<file path="config.mk">
export PLATFORM = sky130hd
export DESIGN_NAME = weekly_time_window_matcher
export DESIGN_NICKNAME = d
export VERILOG_FILES = /design/src/hw/rtl/wtw_pkg.sv /design/src/hw/rtl/wtw_ram.sv /design/src/hw/rtl/wtw_weekday.sv /design/src/hw/rtl/weekly_time_window_matcher.sv
export VERILOG_INCLUDE_DIRS = /design/src /design/src/hw/rtl
export SDC_FILE = /design/constraint.sdc
export NUM_CORES = 1
export LEC_CHECK = 0
export BUFFER_PORTS_ARGS = -buffer_cell sky130_fd_sc_hd__clkbuf_2
export CAP_MARGIN = 5
export CORE_MARGIN = 3
export CORE_UTILIZATION = 58
export CTS_CLUSTER_SIZE = 30
export DETAILED_ROUTE_END_ITERATION = 10
export PLACE_DENSITY = 0.84
export SETUP_SLACK_MARGIN = 0.15
export SYNTH_ARGS = -nofsm -noshare
export SYNTH_HDL_FRONTEND = slang
export SYNTH_SLANG_ARGS = --single-unit
</file>
<file path="constraint.sdc">
create_clock -name clk_i -period 9.88 [get_ports clk_i]
set_clock_uncertainty 0.2 [all_clocks]
set_input_delay 0 -clock clk_i [delete_from_list [all_inputs] [get_ports clk_i]]
set_output_delay 0 -clock clk_i [all_outputs]
set_load 0.005 [all_outputs]
</file>
<file path="src/hw/rtl/weekly_time_window_matcher_macros.svh">
// Assertion macros used by the weekly time window matcher RTL.
`ifndef WEEKLY_TIME_WINDOW_MATCHER_MACROS_SVH
`define WEEKLY_TIME_WINDOW_MATCHER_MACROS_SVH

// Same-cycle implication, sampled on clk_i, off while rst_ni is low.
`define WTW_ASSERT_NOW(label, ante, cons, msg) \
  label: assert property (@(posedge clk_i) disable iff (!rst_ni) \
    (ante) |-> (cons)) else $error(msg);

// Next-cycle implication, sampled on clk_i, off while rst_ni is low.
`define WTW_ASSERT_NEXT(label, ante, cons, msg) \
  label: assert property (@(posedge clk_i) disable iff (!rst_ni) \
    (ante) |=> (cons)) else $error(msg);

`endif

</file>
<file path="src/hw/rtl/wtw_pkg.sv">
// Types, constants and helper functions for the weekly time window matcher.
`default_nettype none

package wtw_pkg;

  typedef enum logic [1:0] {
    OP_ADD    = 2'd0,
    OP_REMOVE = 2'd1,
    OP_CHECK  = 2'd2,
    OP_NOP    = 2'd3
  } op_e;

  typedef enum logic [3:0] {
    ST_IDLE,
    ST_ADD,
    ST_RM_SCAN,
    ST_RM_SHIFT,
    ST_WD_WAIT,
    ST_CK_SCAN,
    ST_FIN_RD,
    ST_FIN_CALC,
    ST_DONE
  } state_e;

  // One stored window, 27 bits.
  typedef struct packed {
    logic [2:0] wday;
    logic [4:0] sh;
    logic [5:0] sm;
    logic [4:0] eh;
    logic [5:0] em;
    logic       rec;
    logic       str;
  } win_t;

  typedef struct packed {
    logic [11:0] year;
    logic [3:0]  month;
    logic [4:0]  day;
  } date_t;

  localparam int unsigned OUT_IDX_W = 5;
  localparam int unsigned OUT_SEC_W = 17;
  localparam int unsigned OUT_CNT_W = 5;

  localparam logic [11:0] MIN_PER_DAY   = 12'd1440;
  localparam logic [4:0]  HOURS_PER_DAY = 5'd24;
  localparam logic [5:0]  MIN_PER_HOUR  = 6'd60;

  // Weekday arithmetic: year bias of 400 years keeps the year positive.
  localparam logic [12:0] YEAR_BIAS       = 13'd400;
  localparam logic [12:0] RECIP_100       = 13'd5243;  // ceil(2^19 / 100)
  localparam int unsigned RECIP_100_SHIFT = 19;
  localparam logic [13:0] RECIP_7         = 14'd9363;  // ceil(2^16 / 7)
  localparam int unsigned RECIP_7_SHIFT   = 16;

  function automatic logic [2:0] month_offset(input logic [3:0] mi);
    logic [2:0] off;
    case (mi)
      4'd1:    off = 3'd0;
      4'd2:    off = 3'd3;
      4'd3:    off = 3'd2;
      4'd4:    off = 3'd5;
      4'd5:    off = 3'd0;
      4'd6:    off = 3'd3;
      4'd7:    off = 3'd5;
      4'd8:    off = 3'd1;
      4'd9:    off = 3'd4;
      4'd10:   off = 3'd6;
      4'd11:   off = 3'd2;
      4'd12:   off = 3'd4;
      default: off = 3'd0;
    endcase
    return off;
  endfunction

  // h*60 + m; fits 12 bits for any 5-bit hour and 6-bit minute.
  function automatic logic [11:0] minutes(input logic [4:0] h, input logic [5:0] m);
    logic [11:0] hx;
    hx = {7'd0, h};
    return (hx << 6) - (hx << 2) + {6'd0, m};
  endfunction

endpackage

`default_nettype wire

</file>
<file path="src/hw/rtl/wtw_ram.sv">
// Generic single-write, single-read synchronous RAM with registered read data.
`default_nettype none

module wtw_ram #(
  parameter int unsigned Width = 27,
  parameter int unsigned Depth = 16,
  localparam int unsigned AddrW = (Depth > 1) ? $clog2(Depth) : 1
) (
  input  logic             clk_i,
  input  logic             we_i,
  input  logic [AddrW-1:0] waddr_i,
  input  logic [Width-1:0] wdata_i,
  input  logic [AddrW-1:0] raddr_i,
  output logic [Width-1:0] rdata_o
);

  logic [Width-1:0] mem_q [Depth];

  always_ff @(posedge clk_i) begin
    if (we_i) begin
      mem_q[waddr_i] <= wdata_i;
    end
    rdata_o <= mem_q[raddr_i];
  end

endmodule

`default_nettype wire

</file>
<file path="src/hw/rtl/wtw_weekday.sv">
// Five-stage pipeline that turns a Gregorian date into a weekday, 1=Monday..7=Sunday.
`default_nettype none

module wtw_weekday (
  input  logic          clk_i,
  input  logic          rst_ni,
  input  logic          start_i,
  input  wtw_pkg::date_t date_i,
  output logic          done_o,
  output logic [2:0]    weekday_o
);
  import wtw_pkg::*;

  logic [4:0]  vld_q;

  logic [12:0] yy0;
  logic [3:0]  mi0;

  logic [12:0] yy1_q, yy2_q;
  logic [2:0]  off1_q, off2_q;
  logic [4:0]  day1_q, day2_q;
  logic [25:0] prod100;
  logic [6:0]  q100_q;
  logic [12:0] sum_d, sum3_q, sum4_q;
  logic [26:0] prod7;
  logic [10:0] q7_q;
  logic [12:0] r_full;
  logic [2:0]  wd_d, wd_q;

  // Month normalisation: month 0 is December of the year before, 13..15 roll over.
  always_comb begin
    yy0 = {1'b0, date_i.year} + YEAR_BIAS;
    mi0 = date_i.month;
    if (date_i.month == 4'd0) begin
      mi0 = 4'd12;
      yy0 = yy0 - 13'd1;
    end else if (date_i.month > 4'd12) begin
      mi0 = date_i.month - 4'd12;
      yy0 = yy0 + 13'd1;
    end
    if (mi0 < 4'd3) begin
      yy0 = yy0 - 13'd1;
    end
  end

  assign prod100 = 26'(yy1_q) * 26'(RECIP_100);

  always_comb begin
    sum_d = yy2_q + (yy2_q >> 2) - {6'd0, q100_q} + {8'd0, q100_q[6:2]}
            + {10'd0, off2_q} + {8'd0, day2_q};
  end

  assign prod7  = 27'(sum3_q) * 27'(RECIP_7);
  assign r_full = sum4_q - (({2'd0, q7_q} << 3) - {2'd0, q7_q});
  assign wd_d   = (r_full[2:0] == 3'd0) ? 3'd7 : r_full[2:0];

  always_ff @(posedge clk_i or negedge rst_ni) begin
    if (!rst_ni) begin
      vld_q <= '0;
    end else begin
      vld_q <= {vld_q[3:0], start_i};
    end
  end

  always_ff @(posedge clk_i) begin
    yy1_q  <= yy0;
    off1_q <= month_offset(mi0);
    day1_q <= date_i.day;

    q100_q <= prod100[RECIP_100_SHIFT +: 7];
    yy2_q  <= yy1_q;
    off2_q <= off1_q;
    day2_q <= day1_q;

    sum3_q <= sum_d;

    q7_q   <= prod7[RECIP_7_SHIFT +: 11];
    sum4_q <= sum3_q;

    wd_q   <= wd_d;
  end

  assign done_o    = vld_q[4];
  assign weekday_o = wd_q;

endmodule

`default_nettype wire

</file>
<file path="src/hw/rtl/weekly_time_window_matcher.sv">
// Top level: weekly window store with add, remove, current-time check and no-op.
//
//  channel | valid      | stall       | beat fields
//  --------+------------+-------------+----------------------------------------------
//  in      | in_valid_i | in_stall_o  | op, window fields, calendar date, time now
//  out     | out_valid_o| out_stall_i | accepted, latch, window_seconds, weekday, count
//
// One beat is worked on at a time; every beat gives one result beat.
// Remove and check read the stored entries one at a time, as the window RAM
// has one read port, and a check first waits for the weekday pipeline. Reset
// clears the count and latch; the RAM contents need no clearing. A stalled
// result does not block acceptance of the next beat; its own result then
// waits in the final state.
`default_nettype none

module weekly_time_window_matcher #(
  parameter int unsigned TABLE_ENTRIES = 16
) (
  input  logic        clk_i,
  input  logic        rst_ni,

  input  logic        in_valid_i,
  output logic        in_stall_o,
  input  logic [1:0]  op_i,
  input  logic [2:0]  sched_weekday_i,
  input  logic [4:0]  start_hour_i,
  input  logic [5:0]  start_minute_i,
  input  logic [4:0]  end_hour_i,
  input  logic [5:0]  end_minute_i,
  input  logic [1:0]  action_flags_i,
  input  logic [11:0] cal_year_i,
  input  logic [3:0]  cal_month_i,
  input  logic [4:0]  cal_day_i,
  input  logic [4:0]  now_hour_i,
  input  logic [5:0]  now_minute_i,

  output logic        out_valid_o,
  input  logic        out_stall_i,
  output logic        accepted_o,
  output logic        record_on_o,
  output logic        stream_on_o,
  output logic [4:0]  active_index_o,
  output logic [16:0] window_seconds_o,
  output logic [2:0]  weekday_o,
  output logic [4:0]  entry_count_o
);
  import wtw_pkg::*;

`include "weekly_time_window_matcher_macros.svh"

  localparam int unsigned LW = $clog2(TABLE_ENTRIES + 1);
  localparam int unsigned AW = (TABLE_ENTRIES > 1) ? $clog2(TABLE_ENTRIES) : 1;
  localparam logic [LW-1:0] N_L = LW'(TABLE_ENTRIES);

  state_e state_q, state_d;

  op_e        op_q, op_d;
  logic [2:0] swd_q, swd_d;
  logic [4:0] sh_q, sh_d, eh_q, eh_d, nh_q, nh_d;
  logic [5:0] sm_q, sm_d, em_q, em_d, nm_q, nm_d;
  logic [1:0] flags_q, flags_d;

  logic [LW-1:0] cnt_q, cnt_d;
  logic [LW-1:0] lidx_q, lidx_d;
  logic          lrec_q, lrec_d, lstr_q, lstr_d;
  logic [2:0]    lwd_q, lwd_d;
  logic          ok_q, ok_d;
  logic [LW-1:0] ptr_q, ptr_d, idx_q, idx_d;
  logic          pend_q, pend_d;
  logic [OUT_SEC_W-1:0] sec_q, sec_d;

  logic                 out_valid_q, out_valid_d;
  logic                 o_acc_q, o_acc_d, o_rec_q, o_rec_d, o_str_q, o_str_d;
  logic [OUT_IDX_W-1:0] o_idx_q, o_idx_d;
  logic [OUT_SEC_W-1:0] o_sec_q, o_sec_d;
  logic [2:0]           o_wd_q, o_wd_d;
  logic [OUT_CNT_W-1:0] o_cnt_q, o_cnt_d;

  logic          ram_we;
  logic [AW-1:0] ram_waddr, ram_raddr;
  win_t          ram_wdata, ram_rdata;

  logic       wd_start, wd_done;
  logic [2:0] wd_val;
  date_t      date_in;

  logic          accept, out_free, issue, scan_end;
  logic          rm_hit, ck_hit, add_ok, fin_in;
  logic [11:0]   st_m, en_m, en_x, cur_m, cur_x, dur_m;
  logic          wrap;
  logic [LW-1:0] shift_src;
  logic [OUT_SEC_W-1:0] sec_calc;
  logic [LW+OUT_IDX_W-1:0] lidx_ext;
  logic [LW+OUT_CNT_W-1:0] cnt_ext;

  wtw_ram #(
    .Width($bits(win_t)),
    .Depth(TABLE_ENTRIES)
  ) u_ram (
    .clk_i  (clk_i),
    .we_i   (ram_we),
    .waddr_i(ram_waddr),
    .wdata_i(ram_wdata),
    .raddr_i(ram_raddr),
    .rdata_o(ram_rdata)
  );

  assign date_in = '{year: cal_year_i, month: cal_month_i, day: cal_day_i};

  wtw_weekday u_weekday (
    .clk_i    (clk_i),
    .rst_ni   (rst_ni),
    .start_i  (wd_start),
    .date_i   (date_in),
    .done_o   (wd_done),
    .weekday_o(wd_val)
  );

  assign in_stall_o = (state_q != ST_IDLE);
  assign accept     = in_valid_i && (state_q == ST_IDLE);
  assign wd_start   = accept && (op_e'(op_i) == OP_CHECK);
  assign out_free   = !out_valid_q || !out_stall_i;

  assign issue    = (ptr_q < cnt_q);
  assign scan_end = !issue && !pend_q;

  assign add_ok = (cnt_q < N_L) && (swd_q != 3'd0)
                  && (sh_q < HOURS_PER_DAY) && (eh_q < HOURS_PER_DAY)
                  && (sm_q < MIN_PER_HOUR) && (em_q < MIN_PER_HOUR);

  assign rm_hit = pend_q && (ram_rdata.wday == swd_q) && (ram_rdata.sh == sh_q)
                  && (ram_rdata.sm == sm_q);

  // Window timing on the entry just read; overnight windows move the end a day on.
  always_comb begin
    st_m  = minutes(ram_rdata.sh, ram_rdata.sm);
    en_m  = minutes(ram_rdata.eh, ram_rdata.em);
    cur_m = minutes(nh_q, nm_q);
    wrap  = (en_m < st_m);
    en_x  = wrap ? (en_m + MIN_PER_DAY) : en_m;
    cur_x = (wrap && (cur_m < st_m)) ? (cur_m + MIN_PER_DAY) : cur_m;
    dur_m = en_x - st_m;
  end

  assign ck_hit = pend_q && (ram_rdata.wday == lwd_q) && (cur_x >= st_m) && (cur_x < en_x);

  assign fin_in   = (lidx_q < cnt_q);
  assign sec_calc = fin_in ? ((OUT_SEC_W'(dur_m) << 6) - (OUT_SEC_W'(dur_m) << 2)) : '0;

  // Shift writes land one slot below the entry whose data the RAM has just returned.
  assign shift_src = idx_q - LW'(1);

  assign lidx_ext = {{OUT_IDX_W{1'b0}}, lidx_q};
  assign cnt_ext  = {{OUT_CNT_W{1'b0}}, cnt_q};

  always_comb begin
    state_d = state_q;
    unique case (state_q)
      ST_IDLE: begin
        if (accept) begin
          unique case (op_e'(op_i))
            OP_ADD:    state_d = ST_ADD;
            OP_REMOVE: state_d = ST_RM_SCAN;
            OP_CHECK:  state_d = ST_WD_WAIT;
            OP_NOP:    state_d = ST_FIN_RD;
          endcase
        end
      end
      ST_ADD:      state_d = ST_FIN_RD;
      ST_RM_SCAN: begin
        if (rm_hit) begin
          state_d = ST_RM_SHIFT;
        end else if (scan_end) begin
          state_d = ST_FIN_RD;
        end
      end
      ST_RM_SHIFT: begin
        if (scan_end) begin
          state_d = ST_FIN_RD;
        end
      end
      ST_WD_WAIT: begin
        if (wd_done) begin
          state_d = ST_CK_SCAN;
        end
      end
      ST_CK_SCAN: begin
        if (ck_hit || scan_end) begin
          state_d = ST_FIN_RD;
        end
      end
      ST_FIN_RD:   state_d = ST_FIN_CALC;
      ST_FIN_CALC: state_d = ST_DONE;
      ST_DONE: begin
        if (out_free) begin
          state_d = ST_IDLE;
        end
      end
      default:     state_d = ST_IDLE;
    endcase
  end

  always_comb begin
    op_d    = op_q;
    swd_d   = swd_q;
    sh_d    = sh_q;
    sm_d    = sm_q;
    eh_d    = eh_q;
    em_d    = em_q;
    flags_d = flags_q;
    nh_d    = nh_q;
    nm_d    = nm_q;
    cnt_d   = cnt_q;
    lidx_d  = lidx_q;
    lrec_d  = lrec_q;
    lstr_d  = lstr_q;
    lwd_d   = lwd_q;
    ok_d    = ok_q;
    ptr_d   = ptr_q;
    pend_d  = pend_q;
    idx_d   = idx_q;
    sec_d   = sec_q;

    out_valid_d = out_valid_q && out_stall_i;
    o_acc_d     = o_acc_q;
    o_rec_d     = o_rec_q;
    o_str_d     = o_str_q;
    o_idx_d     = o_idx_q;
    o_sec_d     = o_sec_q;
    o_wd_d      = o_wd_q;
    o_cnt_d     = o_cnt_q;

    ram_we    = 1'b0;
    ram_waddr = cnt_q[AW-1:0];
    ram_raddr = ptr_q[AW-1:0];
    ram_wdata = '{wday: swd_q, sh: sh_q, sm: sm_q, eh: eh_q, em: em_q,
                  rec: flags_q[0], str: flags_q[1]};

    unique case (state_q)
      ST_IDLE: begin
        ptr_d  = '0;
        pend_d = 1'b0;
        if (accept) begin
          op_d    = op_e'(op_i);
          swd_d   = sched_weekday_i;
          sh_d    = start_hour_i;
          sm_d    = start_minute_i;
          eh_d    = end_hour_i;
          em_d    = end_minute_i;
          flags_d = action_flags_i;
          nh_d    = now_hour_i;
          nm_d    = now_minute_i;
          ok_d    = 1'b0;
        end
      end
      ST_ADD: begin
        if (add_ok) begin
          ram_we = 1'b1;
          cnt_d  = cnt_q + LW'(1);
          ok_d   = 1'b1;
        end
      end
      ST_RM_SCAN: begin
        ptr_d  = issue ? (ptr_q + LW'(1)) : ptr_q;
        pend_d = issue;
        idx_d  = ptr_q;
        if (rm_hit) begin
          ptr_d  = idx_q + LW'(1);
          pend_d = 1'b0;
          ok_d   = 1'b1;
        end
      end
      ST_RM_SHIFT: begin
        ptr_d  = issue ? (ptr_q + LW'(1)) : ptr_q;
        pend_d = issue;
        idx_d  = ptr_q;
        if (pend_q) begin
          ram_we    = 1'b1;
          ram_waddr = shift_src[AW-1:0];
          ram_wdata = ram_rdata;
        end
        if (scan_end) begin
          cnt_d = cnt_q - LW'(1);
        end
      end
      ST_WD_WAIT: begin
        ok_d = 1'b1;
        if (wd_done) begin
          lwd_d = wd_val;
        end
      end
      ST_CK_SCAN: begin
        ptr_d  = issue ? (ptr_q + LW'(1)) : ptr_q;
        pend_d = issue;
        idx_d  = ptr_q;
        if (ck_hit) begin
          lrec_d = ram_rdata.rec;
          lstr_d = ram_rdata.str;
          lidx_d = idx_q;
        end else if (scan_end) begin
          lrec_d = 1'b0;
          lstr_d = 1'b0;
          lidx_d = N_L;
        end
      end
      ST_FIN_RD: begin
        ram_raddr = lidx_q[AW-1:0];
      end
      ST_FIN_CALC: begin
        sec_d = sec_calc;
      end
      ST_DONE: begin
        if (out_free) begin
          out_valid_d = 1'b1;
          o_acc_d     = ok_q;
          o_rec_d     = lrec_q;
          o_str_d     = lstr_q;
          o_idx_d     = lidx_ext[OUT_IDX_W-1:0];
          o_sec_d     = sec_q;
          o_wd_d      = lwd_q;
          o_cnt_d     = cnt_ext[OUT_CNT_W-1:0];
        end
      end
      default: begin
        ptr_d = ptr_q;
      end
    endcase
  end

  always_ff @(posedge clk_i or negedge rst_ni) begin
    if (!rst_ni) begin
      state_q     <= ST_IDLE;
      cnt_q       <= '0;
      lidx_q      <= N_L;
      lrec_q      <= 1'b0;
      lstr_q      <= 1'b0;
      lwd_q       <= 3'd1;
      ptr_q       <= '0;
      pend_q      <= 1'b0;
      out_valid_q <= 1'b0;
    end else begin
      state_q     <= state_d;
      cnt_q       <= cnt_d;
      lidx_q      <= lidx_d;
      lrec_q      <= lrec_d;
      lstr_q      <= lstr_d;
      lwd_q       <= lwd_d;
      ptr_q       <= ptr_d;
      pend_q      <= pend_d;
      out_valid_q <= out_valid_d;
    end
  end

  always_ff @(posedge clk_i) begin
    op_q    <= op_d;
    swd_q   <= swd_d;
    sh_q    <= sh_d;
    sm_q    <= sm_d;
    eh_q    <= eh_d;
    em_q    <= em_d;
    flags_q <= flags_d;
    nh_q    <= nh_d;
    nm_q    <= nm_d;
    ok_q    <= ok_d;
    idx_q   <= idx_d;
    sec_q   <= sec_d;
    o_acc_q <= o_acc_d;
    o_rec_q <= o_rec_d;
    o_str_q <= o_str_d;
    o_idx_q <= o_idx_d;
    o_sec_q <= o_sec_d;
    o_wd_q  <= o_wd_d;
    o_cnt_q <= o_cnt_d;
  end

  assign out_valid_o      = out_valid_q;
  assign accepted_o       = o_acc_q;
  assign record_on_o      = o_rec_q;
  assign stream_on_o      = o_str_q;
  assign active_index_o   = o_idx_q;
  assign window_seconds_o = o_sec_q;
  assign weekday_o        = o_wd_q;
  assign entry_count_o    = o_cnt_q;

  // op_q is kept for debug visibility of the beat in flight.
  logic op_is_add;
  assign op_is_add = (op_q == OP_ADD);

  `WTW_ASSERT_NOW(a_count_bound, 1'b1, (cnt_q <= N_L) && (lidx_q <= N_L),
    "window count or latched index beyond table size")
  `WTW_ASSERT_NEXT(a_add_grows, (state_q == ST_ADD) && add_ok && op_is_add,
    cnt_q == $past(cnt_q) + LW'(1), "stored add did not bump the count")
  `WTW_ASSERT_NOW(a_shift_ports, (state_q == ST_RM_SHIFT) && ram_we,
    ram_waddr != ram_raddr, "shift write collides with shift read")

endmodule

`default_nettype wire
</file>
# Word level (Yosys, flattened, before mapping)
# Memories as Yosys holds them, arrays and structs flattened. A register that Yosys moved wholly into a read port is not among the register bits.
# Cells that the tools add are included.
[totals]
out_inout_bits = 35
romBits = 48
wordCells = 189
inputBits = 65
ff_bits = 193
n_memories = 2
mem_bits_rw = 432
[op_classes]
n_eq_ne = 22
n_addsub = 27
mux = 44
mul = 2
order_cmp = 13
n_reduce_logical = 41
[memory_table]
columns = ["name", "depth", "width", "read_ports", "rd_ports_with_merged_regs", "wr", "line_no", "rtl"]
rows = [
  ["u_ram.mem_q", 16, 27, 1, 1, 1, "wtw_ram.sv:17", "logic [Width-1:0] mem_q [Depth];"],
  ["(name not given)", 16, 3, 1, 1, 0, "wtw_pkg.sv:59", "case (mi)"],
]
[op_table]
columns = ["cell", "count"]
rows = [
  ["27-bit 2-to-1 mux", 2],
  ["4-bit 2-to-1 mux", 11],
  ["13-bit 2-to-1 mux", 3],
  ["12-bit by 6-bit adder with 12-bit output", 3],
  ["12-bit less-than comparator", 3],
  ["4-bit case mux with 9 select lines", 1],
  ["11-bit by 7-bit subtractor with 12-bit output", 3],
  ["5-bit 2-to-1 mux", 6],
  ["13-bit by 5-bit adder with 13-bit output", 2],
  ["13-bit by 13-bit multiplier with 26-bit output (second input constant)", 1],
  ["13-bit by 1-bit subtractor with 13-bit output (second input constant)", 2],
  ["12-bit by 11-bit adder with 12-bit output (second input constant)", 2],
  ["12-bit 2-to-1 mux", 2],
  ["13-bit by 14-bit multiplier with 19-bit output (second input constant)", 1],
  ["17-bit by 14-bit subtractor with 17-bit output", 1],
  ["4-bit by 3-bit == test with 1-bit output (second input constant)", 4],
  ["1-bit logical AND", 16],
  ["4-bit case mux with 4 select lines", 1],
  ["5-bit by 1-bit adder with 5-bit output (second input constant)", 3],
  ["5-bit less-than comparator (second input constant)", 3],
  ["5-bit case mux with 3 select lines", 1],
  ["12-bit by 9-bit adder with 13-bit output (second input constant)", 1],
  ["13-bit by 1-bit adder with 13-bit output (second input constant)", 1],
  ["13-bit by 11-bit adder with 13-bit output", 1],
  ["other kinds (41)", 75],
]

# Depth between registers and ports, before layout
[depth]
depth_word = 11
mapped_depth = 31
ltp_nobuf = 30

# By module
# Synthesis repeated with hierarchy kept, for this count alone.
[hier_totals]
cells_unflattened = 2368
area_unflattened_um2 = 33767.4
[modules_own_cells]
columns = ["mod", "seq_area_each_um2", "area_per_inst_um2", "cells_per_inst", "n_inst"]
rows = [
  ["wtw_ram", 13513.0, 16892.5, 710, 1],
  ["wtw_weekday", 1546.5, 8680.8, 855, 1],
  ["weekly_time_window_matcher", 3355.7, 8194.1, 803, 1],
]

# Worst setup path before layout
# OpenSTA, ideal clock, no wires.
[synth_timing]
kind = "reg2reg"
start = "register u_ram.rdata_o[21], read port of u_ram.mem_q"
end = "register sec_q[14] (data pin)"
required_ns = 9.414
n_path_buf = 1
arrival_time_ns = 6.501
path_stages_with_launch = 30
setup_time_ns = 0.266
synth_period_minus_slack_ns = 6.967
path_slack_ns = 2.913
path_cell_list = "dfxtp_1 inv_1 ha_1 o211ai_2 a21boi_0 o21ai_0 nand2_1 a21boi_0 ha_1 a211oi_1 o211ai_1 a41oi_1 inv_1 maj3_2 a31o_2 buf_2 mux2_2 ha_1 o41ai_1 o21ai_0 a31o_1 a22oi_1 a211oi_1 xnor2_1 ha_1 and2_1 a31oi_1 nor2b_1 xor2_1 nor2_1"
[synth_via]
elab_chain_cells = 6
[synth_rtl]
columns = ["item", "line_no", "rtl"]
rows = [
  ["start, declared", "wtw_ram.sv:14", "output logic [Width-1:0] rdata_o"],
  ["11-bit by 7-bit subtractor with 12-bit output *", "wtw_pkg.sv:81", "return (hx << 6) - (hx << 2) + {6'd0, m};"],
  ["12-bit by 6-bit adder with 12-bit output *", "wtw_pkg.sv:81", ""],
  ["12-bit less-than comparator", "weekly_time_window_matcher.sv:139", "wrap = (en_m < st_m);"],
  ["12-bit 2-to-1 mux", "weekly_time_window_matcher.sv:140", "en_x = wrap ? (en_m + MIN_PER_DAY) : en_m;"],
  ["12-bit subtractor *", "weekly_time_window_matcher.sv:142", "dur_m = en_x - st_m;"],
  ["17-bit by 14-bit subtractor with 17-bit output *", "weekly_time_window_matcher.sv:148", "assign sec_calc = fin_in ? ((OUT_SEC_W'(dur_m) << 6) - (OUT_SEC_W'(dur_m) << 2)) : '0;"],
  ["end signal, assigned", "weekly_time_window_matcher.sv:366", "sec_q <= sec_d;"],
  ["end, declared", "weekly_time_window_matcher.sv:70", "logic [OUT_SEC_W-1:0] sec_q, sec_d;"],
]
# Every way passes the cells marked *; elsewhere a longest branch is shown, timed or not.
# A chain may end at the register's enable or synchronous reset.

# Worst setup path in the final report
# Same ends and word-level chain as after synthesis.

==> results.md <==
### Job
- **max-cap check violation count** 0

### Clocking
- **H-tree Lvls** 3
- **number of gates given a new drive strength after cts** 0
- **TritonCTS clock tree** yes
- **Worst-Skew Late Latency** 0.61 ns
- **root buf cell** sky130_fd_sc_hd__clkbuf_16
- **number of buffers on the longest clock path** 3
- **clock slew at the register clock pins of the worst setup and hold paths** 0.06 ns
- **number of buffers added by the clock tree synthesis step** 66
- **number of clock sinks** 651

### Routing
- **DR iter-0 viols** 2296
- **detail-routed via count per cell** 6.25
- **DR DRC count** 0
- **post-route ant nets** 0
- **count of vias placed by the detailed router** 21700
- **drt wl/cell** 24.2 um
- **DR pass1 iterations** 5
- **total routed wirelength** 84200 um

### Floorplanning
- **DIE AREA** 60500 um^2
- **Die Y-Extent** 246 um
- **I/O pins** 100
- **initial cell density of the core** 58.9%
- **die extent in x** 246 um
- **count of standard-cell rows** 87
- **core area** 56700 um^2

### Critical path
- **kind of critical path** reg2reg
- **Critical Path Slowest Stage Cell** sky130_fd_sc_hd__o41ai_1
- **CP Capture Type** flip-flop
- **startpoint kind of the worst setup timing path** flip-flop
- **Worst Path Required** 9.99 ns
- **Register-to-Register Setup Slack** 2.23 ns
- **Max stage delay on crit path** 0.67 ns
- **Worst EP arrival** 7.75 ns
- **most repeated library cell on the critical path** sky130_fd_sc_hd__ha_1
- **critical-path maximum fanout** 11

### Status
- **result of the run** finished clean

### Yosys
- **Mapped Area** 33400 um^2
- **flop and latch count out of synthesis** 651
- **Avg Inst Size Synth** 14.0 um^2
- **Gate Count Post-Synth** 2388
- **asr flop ratio synth** 4.76%
- **sequential fraction of the synthesis area** 55.2%
- **EDFF count, synth** 522
- **cells taking the most area after synthesis** sky130_fd_sc_hd__edfxtp_1, sky130_fd_sc_hd__ha_1, sky130_fd_sc_hd__mux4_2, sky130_fd_sc_hd__fa_1, sky130_fd_sc_hd__dfxtp_1
- **leading area contributor after synthesis** sky130_fd_sc_hd__edfxtp_1
- **top cell type's share of synthesized area** 47.0%
- **primary flip-flop cell chosen by synthesis mapping** sky130_fd_sc_hd__edfxtp_1
- **yosys synthesis warning count** 0
- **number of distinct standard cells referenced by the synthesized netlist** 84

### STA
- **Least-Margin Pin Slew** 1.35 ns
- **final critical-path required period** 7.65 ns
- **count of final setup violators** 0
- **maximum operating frequency** 0.131 GHz
- **final hold violation count** 0
- **max-slew violation count** 0
- **portion of the clock cycle consumed by the worst path in the final layout** 77.4%
- **Setup TNS Final** 0 ns
- **unrepaired setup endpoints after global routing** no
- **worst slew margin relative to its limit** 9.72%

### Global routing
- **number of global-route vias before repair** 22700
- **antenna violations before repair** 1
- **wire length of the first global-routing pass** 130000 um
- **remaining global-route overflow** 0
- **largest net degree at the start of global routing** 109
- **overall fraction of global-route tracks in use** 28.3%

### Placement
- **count of port buffers added during placement** 97
- **final RePlAce weighted congestion** 0.961
- **final HPWL from detailed placement** 49800 um

### Hold path
- **type of the most critical hold path** in2reg

### Finish
- **ratio of cells with drive above 1 in the final layout** 15.0%
- **number of filler instances in the final layout** 3467
- **antenna diode count** 0
- **synthesis-to-finish area growth** 15.5%
- **FF/Latch Area** 18400 um^2
- **multi-input logic area** 13800 um^2
- **number of nets in the finished design** 3107

[flip-flops by register name, indices dropped and copies added, names as in the netlist, 6 cells and up]
name / flops
em_q: 6
u_ram.mem_q: 432
window_seconds_o: 15
sm_q: 6
sec_q: 15
u_ram.rdata_o: 27
nm_q: 6
u_weekday.yy1_q: 13
u_weekday.yy2_q: 13
u_weekday.q100_q: 7
u_weekday.sum3_q: 13
[cells by family (layout without fill, tap and decap cells)]
logic type      after synthesis  after routing  synth area share, %
other cells                   1              2               0.0112
mux                         135            135                 8.17
compound gates              330            330                 6.68
buf+inv                     356            684                 4.06
simple gates                404            404                 5.81
fa+ha+maj                   378            378                 16.5
flops                       651            651                 55.2
xor+xnor                    133            133                 3.55
[final timing paths]
| check | to | cells after the start | startpoint |
|---|---|---|---|
| min | out_valid_o | 4 | out_stall_i |
| max reg2reg | sec_q[14] | 29 | u_ram.rdata_o[21] |
| max in group asynchronous | lwd_q[1] | 4 | rst_ni |
| min in group asynchronous | lidx_q[4] | 3 | rst_ni |
| max | sec_q[14] | 29 | u_ram.rdata_o[21] |
| min reg2reg | u_weekday.day2_q[2] | 0 | u_weekday.day1_q[2] |
[critical path: cells and delay by family, from the launching register on]
family	cells	cell delay, ns
AND/OR/NAND/NOR	4	0.54
adder cells (fa/ha/maj)	5	1.50
XOR/XNOR	2	0.38
flip-flops	1	0.44
AO/OA/AOI/OAI	14	3.54
multiplexers	1	0.32
buffers and inverters	3	0.40
[Yosys cell counts (all sizes together), types with 4 or more instances]
library cell / n
nand4: 10
nor4: 10
and3: 5
fa: 106
a21o: 26
o21a: 10
o21ai: 78
nor3b: 7
buf: 13
xnor2: 93
a211oi: 41
nand4b: 4
o211ai: 9
clkbuf: 44
a21boi: 5
dfxtp: 98
nand2: 154
nand3: 15
nand3b: 8
nand2b: 15
a32o: 7
edfxtp: 522
and2: 35
mux2i: 7
a31oi: 43
or3: 7
a221o: 4
nor3: 19
a21oi: 52
inv: 299
mux4: 108
a31o: 4
mux2: 20
o31ai: 7
or2: 4
ha: 271
o21bai: 6
nor2: 94
o22ai: 7
xor2: 39
nor2b: 10
dfrtp: 29
[what timing repair did]
item,4_1_cts,5_1_grt
buffers inserted,0,0
endpoints found under the hold margin,128,0
hold buffers,134,0
[through the flow]
step	util, %	std cells	hold slack, ns	setup WS (ns)	cell area (um^2)
after global routing	68.0	3473	0.100	1.70	38600
after CTS	68.0	3473	0.0293	2.31	38600
after floorplan	-	2389	-0.496	2.91	33400
after detailed placement	61.8	3219	-0.0957	2.42	35000
after global placement	61.8	3219	-0.0973	2.68	35000
final	68.0	3473	0.0929	2.23	38600
[cell usage in the layout, fill, tap and decap left out, types with 8 or more instances in the layout]
cell type and instances:
sky130_fd_sc_hd__a211oi_1 38, sky130_fd_sc_hd__a21o_1 26, sky130_fd_sc_hd__a21oi_1 49, sky130_fd_sc_hd__a31oi_1 42
sky130_fd_sc_hd__and2_1 33, sky130_fd_sc_hd__buf_4 33, sky130_fd_sc_hd__clkbuf_1 11, sky130_fd_sc_hd__clkbuf_16 68
sky130_fd_sc_hd__clkbuf_2 97, sky130_fd_sc_hd__clkinv_1 8, sky130_fd_sc_hd__clkinv_2 12, sky130_fd_sc_hd__dfrtp_1 29
sky130_fd_sc_hd__dfxtp_1 98, sky130_fd_sc_hd__dlygate4sd3_1 133, sky130_fd_sc_hd__edfxtp_1 522, sky130_fd_sc_hd__fa_1 106
sky130_fd_sc_hd__ha_1 271, sky130_fd_sc_hd__inv_1 299, sky130_fd_sc_hd__mux2_2 20, sky130_fd_sc_hd__mux4_2 108
sky130_fd_sc_hd__nand2_1 153, sky130_fd_sc_hd__nand2b_1 15, sky130_fd_sc_hd__nand3_1 15, sky130_fd_sc_hd__nand3b_1 8
sky130_fd_sc_hd__nand4_1 10, sky130_fd_sc_hd__nor2_1 76, sky130_fd_sc_hd__nor2_4 15, sky130_fd_sc_hd__nor2b_1 10
sky130_fd_sc_hd__nor3_1 18, sky130_fd_sc_hd__nor4_1 10, sky130_fd_sc_hd__o211ai_1 8, sky130_fd_sc_hd__o21a_1 10
sky130_fd_sc_hd__o21ai_0 73, sky130_fd_sc_hd__xnor2_1 92, sky130_fd_sc_hd__xor2_1 39
[layout make-up]
cell class	instances	share of cell area, %
clock buffer	83	4.66
clock inverter	37	0.970
inverter	299	2.91
multi-input combinational	1382	35.8
sequential	651	47.8
tap	756	2.45
timing repair buffer	265	5.46
[per-layer routing]
| metal | part of all wire (%) | GRT usage, % | vias up |
|---|---|---|---|
| li1 | - | - | 9256 |
| met1 | 36 | 35.7 | 10800 |
| met2 | 50 | 48.1 | 1370 |
| met3 | 9.3 | 5.02 | 293 |
| met4 | 4.3 | 13.0 | 0 |
| met5 | 0 | 0 | - |
Power is left out: the tool's default activity adds up to more than one toggle a clock period on the data nets, which glitch-free logic cannot reach.
